<file path="src/rtl/salru_pkg.sv">
// shared types and constants for the set-associative lru tag cache
// no dependencies; imported by every module of the block
package salru_pkg;

    // apb register map, word index = paddr[3:2]
    localparam int APB_ADDR_W = 4;
    localparam int APB_DATA_W = 32;

    localparam logic [1:0] REG_SET_BITS   = 2'd0;
    localparam logic [1:0] REG_WAYS_USED  = 2'd1;
    localparam logic [1:0] REG_BLOCK_BITS = 2'd2;

    typedef enum logic [1:0] {
        OP_LOAD   = 2'd0,
        OP_STORE  = 2'd1,
        OP_MODIFY = 2'd2,
        OP_NONE   = 2'd3
    } t_op;

    typedef struct packed {
        t_op         op;
        logic [63:0] address;
    } t_in_word;

    typedef struct packed {
        logic        hit;
        logic        miss;
        logic        evicted;
        logic        last;
        logic [31:0] hits_total;
        logic [31:0] misses_total;
        logic [31:0] evictions_total;
    } t_out_word;

    typedef struct packed {
        logic [2:0] set_bits;
        logic [3:0] ways_used;
        logic [5:0] block_bits;
    } t_cfg;

    typedef enum logic [2:0] {
        ST_CLEAR,
        ST_IDLE,
        ST_READ,
        ST_LOOKUP,
        ST_SCAN,
        ST_UPDATE
    } t_state;

    typedef struct packed {
        logic capture;
        logic read;
        logic lookup;
        logic scan_step;
        logic update;
        logic clear_step;
        logic last;
    } t_ctrl_cmd;

    typedef struct packed {
        logic clear_done;
        logic need_scan;
        logic scan_done;
        logic out_free;
    } t_dp_stat;

endpackage

</file>
<file path="src/rtl/salru_ctrl.sv">
// sequencer for the lru tag cache: clear pass, read, lookup, lru scan, update
// depends on salru_pkg
module salru_ctrl (
    input  logic                 i_clk,
    input  logic                 i_rst_n,
    input  logic                 i_in_valid,
    input  salru_pkg::t_op       i_op,
    input  salru_pkg::t_dp_stat  i_stat,
    output salru_pkg::t_ctrl_cmd o_cmd,
    output logic                 o_in_stall
);
    import salru_pkg::*;

    t_state r_state, n_state;
    logic   r_first, n_first;   // first of the two accesses of a modify

    always_ff @(posedge i_clk) begin
        if (!i_rst_n) begin
            r_state <= ST_CLEAR;
            r_first <= 1'b0;
        end else begin
            r_state <= n_state;
            r_first <= n_first;
        end
    end

    always_comb begin
        n_state    = r_state;
        n_first    = r_first;
        o_cmd      = '0;
        o_in_stall = 1'b1;
        unique case (r_state)
            ST_CLEAR: begin
                o_cmd.clear_step = 1'b1;
                if (i_stat.clear_done) begin
                    n_state = ST_IDLE;
                end
            end
            ST_IDLE: begin
                o_in_stall = 1'b0;
                // unused op code is taken and dropped
                if (i_in_valid && (i_op != OP_NONE)) begin
                    o_cmd.capture = 1'b1;
                    n_first       = (i_op == OP_MODIFY);
                    n_state       = ST_READ;
                end
            end
            ST_READ: begin
                o_cmd.read = 1'b1;
                n_state    = ST_LOOKUP;
            end
            ST_LOOKUP: begin
                o_cmd.lookup = 1'b1;
                n_state      = i_stat.need_scan ? ST_SCAN : ST_UPDATE;
            end
            ST_SCAN: begin
                o_cmd.scan_step = 1'b1;
                if (i_stat.scan_done) begin
                    n_state = ST_UPDATE;
                end
            end
            ST_UPDATE: begin
                o_cmd.last = !r_first;
                if (i_stat.out_free) begin
                    o_cmd.update = 1'b1;
                    if (r_first) begin
                        n_first = 1'b0;
                        n_state = ST_READ;
                    end else begin
                        n_state = ST_IDLE;
                    end
                end
            end
            default: begin
                n_state = ST_CLEAR;
            end
        endcase
    end

endmodule

</file>
<file path="config.mk">
export PLATFORM = sky130hd
export DESIGN_NAME = salru_ctrl
export DESIGN_NICKNAME = d
export VERILOG_FILES = /design/src/rtl/salru_pkg.sv /design/src/rtl/salru_ctrl.sv
export SDC_FILE = /design/constraint.sdc
export NUM_CORES = 1
export LEC_CHECK = 0
export ABC_AREA = 1
export BUFFER_PORTS_ARGS = -buffer_cell sky130_fd_sc_hd__buf_2
export CAP_MARGIN = 25
export CORE_AREA = 2 2 39 41
export CTS_CLUSTER_DIAMETER = 100
export DETAILED_ROUTE_END_ITERATION = 7
export DIE_AREA = 0 0 41 43
export HOLD_SLACK_MARGIN = 0.12
export PLACE_DENSITY = 0.59
export SLEW_MARGIN = 20
export SYNTH_ARGS = -nofsm -noshare
export SYNTH_HDL_FRONTEND = slang
export SYNTH_SLANG_ARGS = --single-unit
</file>
<file path="constraint.sdc">
create_clock -name i_clk -period 2.1 [get_ports i_clk]
set_clock_uncertainty 0.1 [all_clocks]
set_input_delay 0.42 -clock i_clk [delete_from_list [all_inputs] [get_ports i_clk]]
set_output_delay 0.42 -clock i_clk [all_outputs]
set_load 0.01 [all_outputs]
</file>
==> impl_results.md <==
* Cell area after layout at 473 sq um
* Final Hold Fails at 0
* Crit Path Category: flop to output pin
* Rel. slew slack at between 80% and 90%
* Layout cell share with drive strength beyond 1 at around 39%
* CTS resizes at 0
* Required time of the critical path at between 1.5 and 2 ns
* Die area at 1760 sq um
* DRT antenna net count at 0
* DRT iter0 DRCs at 4
* Layout net count at 87
* Initial core utilization at 25.3%
* P_leak at 0.268 nW
* Synth area leader: dfxtp_1
* Htree depth at 1
* CTS Root Cell: clkbuf_4
* Min Clock Period, post-route at 1.73 ns
* Final Wtd Congestion at 0.746
* Wire length per cell at between 8 and 9 um
* Clock buffer depth at 2
* WHS Path Cells at 3
* Pins Over Slew Limit at 0
* FF/Latch Area at 80.1 sq um
* # IOs at 17
* Proportion of synthesized area in mux cells at 0%
* Synth Register Bits at 4
* Final Non-Filler Cells at 92
* Worst skew pair latency at between 0.2 and 0.25 ns
* Crit start category: flop
* Initial antenna violation count at 0
* Die W at 41 um
* I/O Buffers at 16
* Pin count of the biggest net entering global routing at 8
* Clk sinks at 4
* # fillers at 154
* Ys async rst share at 0%
* Worst Setup End Kind: output pin
* Arrival time at the worst endpoint at approximately 1.2 ns
* Antenna diode count at 0
* Global route overflow at 0
* Library cells used by synthesis at 20
* Synthesis-to-finish area growth at 35.0%
* Clock transition at the registers of the reported paths at 0.04 ns
* Number of global-route vias before repair at 349
* Top-count cell post-synth: inv_1
* Synth Area in Compound Gates at between 10% and 20%
* Post-synthesis xor/xnor area fraction at 0%
* Setup-failing EPs final at 0
* Number of synthesized flops with an enable pin at 0
* Post-synth top flop: dfxtp_1
* Post-Synthesis Net Count at 66
* Top cells by count, synth: inv_1, nand2_1, nor2_1
* Gate count of the mapped netlist at between 50 and 60
* Worst reg-to-reg path cell count at 7
* Via density at 4.28
* Cts hold-fix bufs at 0
* Total wire length at 767 um
* Synthesized area at 350 sq um
* Top cells by area, synth: dfxtp_1, inv_1, nand2_1
* Vias at 394
* Pwr dens at 1210 nW/um^2
* Core ar. at 1380 sq um
* Setup bufs post-CTS at 0
* Status: completed
* Detailed placer's ending HPWL at 701 um
* Post-synthesis adder-cell area fraction at 0%
* # DRC at 0
* First-pass GRT wire length at 1220 um
* Worst-margin pin slew at 0.240 ns
* Area of the multi-input gates at 210 sq um
* Setup TNS at 0 ns
* Total GRT Usage at 10.3%
* Core Rows at 14
* Die H at 43 um
* CP Max Fanout at 6
* Period utilization at 82.3%
* Sequential share of the synthesized area at between 20 and 25%
* Hold Path Class: primary input to flop
* CTS tree: built
* Num CTS Buffers at 3
* Avg Synthesized Cell Area at 6.15 sq um
* Post-synth top area share at 22.9%
* Synth Warn # at 0
* Placed Instances at 89
* Combinational family with the most area after synthesis: simple AND/OR/NAND/NOR gates
* Post-synthesis simple-gate area fraction at 47.5%
* Initial DRT Pass Iterations at 4
* Area after DPL at 450 sq um
* Max Cap Violations at 0
* Peak Freq at 0.579 GHz
* Max IR drop VDD at 0.383 mV
* Final hold slack at about 0.37 ns
* RSZ-0062 raised after global routing: no
-- through the flow --
step	setup WS [ns]	utilization (%)	total power [mW]
floorplan	0.774	-	0.394
finish	0.373	34.2	0.572
global route	0.251	34.2	0.631
detailed placement	0.601	32.5	0.487
CTS	0.342	34.2	0.583
global placement	0.591	32.5	0.488
-- critical path, cell delays in order, from the launching register on --
cell and delay (ns):
dfxtp_1 0.35, nor2_1 0.23, inv_1 0.11, nor2_1 0.14, buf_2 0.15
-- where the power goes --
group	total, mW	switching, mW	internal (mW)
logic	0.337	0.204	0.133
registers	0.144	0.0394	0.104
clock network	0.0913	0.0277	0.0637
total	0.572	0.271	0.301
-- layout make-up --
type	instances	area share, %
Clock buffer	3	4.76
Timing Repair Buffer	16	16.9
Inverter	16	12.7
Multi-Input combinational cell	37	44.4
Tap cell	16	4.23
Sequential cell	4	16.9
-- cells in the final DEF, fill, tap and decap left out, types with 2 or more instances in the layout --
cell / Yosys / layout
nand4_1: 2 / 2
a21oi_1: 2 / 2
nor2_4: 2 / 2
nand3_1: 3 / 3
clkbuf_4: 0 / 3
inv_1: 13 / 13
nor2_2: 2 / 2
buf_2: 0 / 16
inv_2: 2 / 2
nor2_1: 8 / 8
dfxtp_1: 4 / 4
nand2_1: 9 / 9
-- sequential cells by signal, indices dropped and copies added, names as in the netlist --
signal and count:
r_first 1, r_state 3
-- kinds of logic after synthesis --
kind of cell / count (synthesis)
AOI/OAI and AO/OA: 7
DFF: 4
buffers and inverters: 16
and+or+nand+nor: 30
-- per-layer routing --
metal	global-route usage (%)	part of all wire, %	vias up
met2	16.3	58	3
met5	0	0	-
met3	3.14	2.5	0
met1	11.5	40	176
li1	-	-	215
met4	6.00	0	0
-- worst paths after layout --
kind                                 start    endpoint  slack, ns
worst min register to register  r_state[0]  r_state[0]       0.46
worst max-delay path            r_state[0]    o_cmd[3]       0.37
worst max register to register  r_state[1]     r_first       0.86
worst min-delay path               i_rst_n     r_first       0.37
No activity file was read; power rests on OpenSTA's default activity.
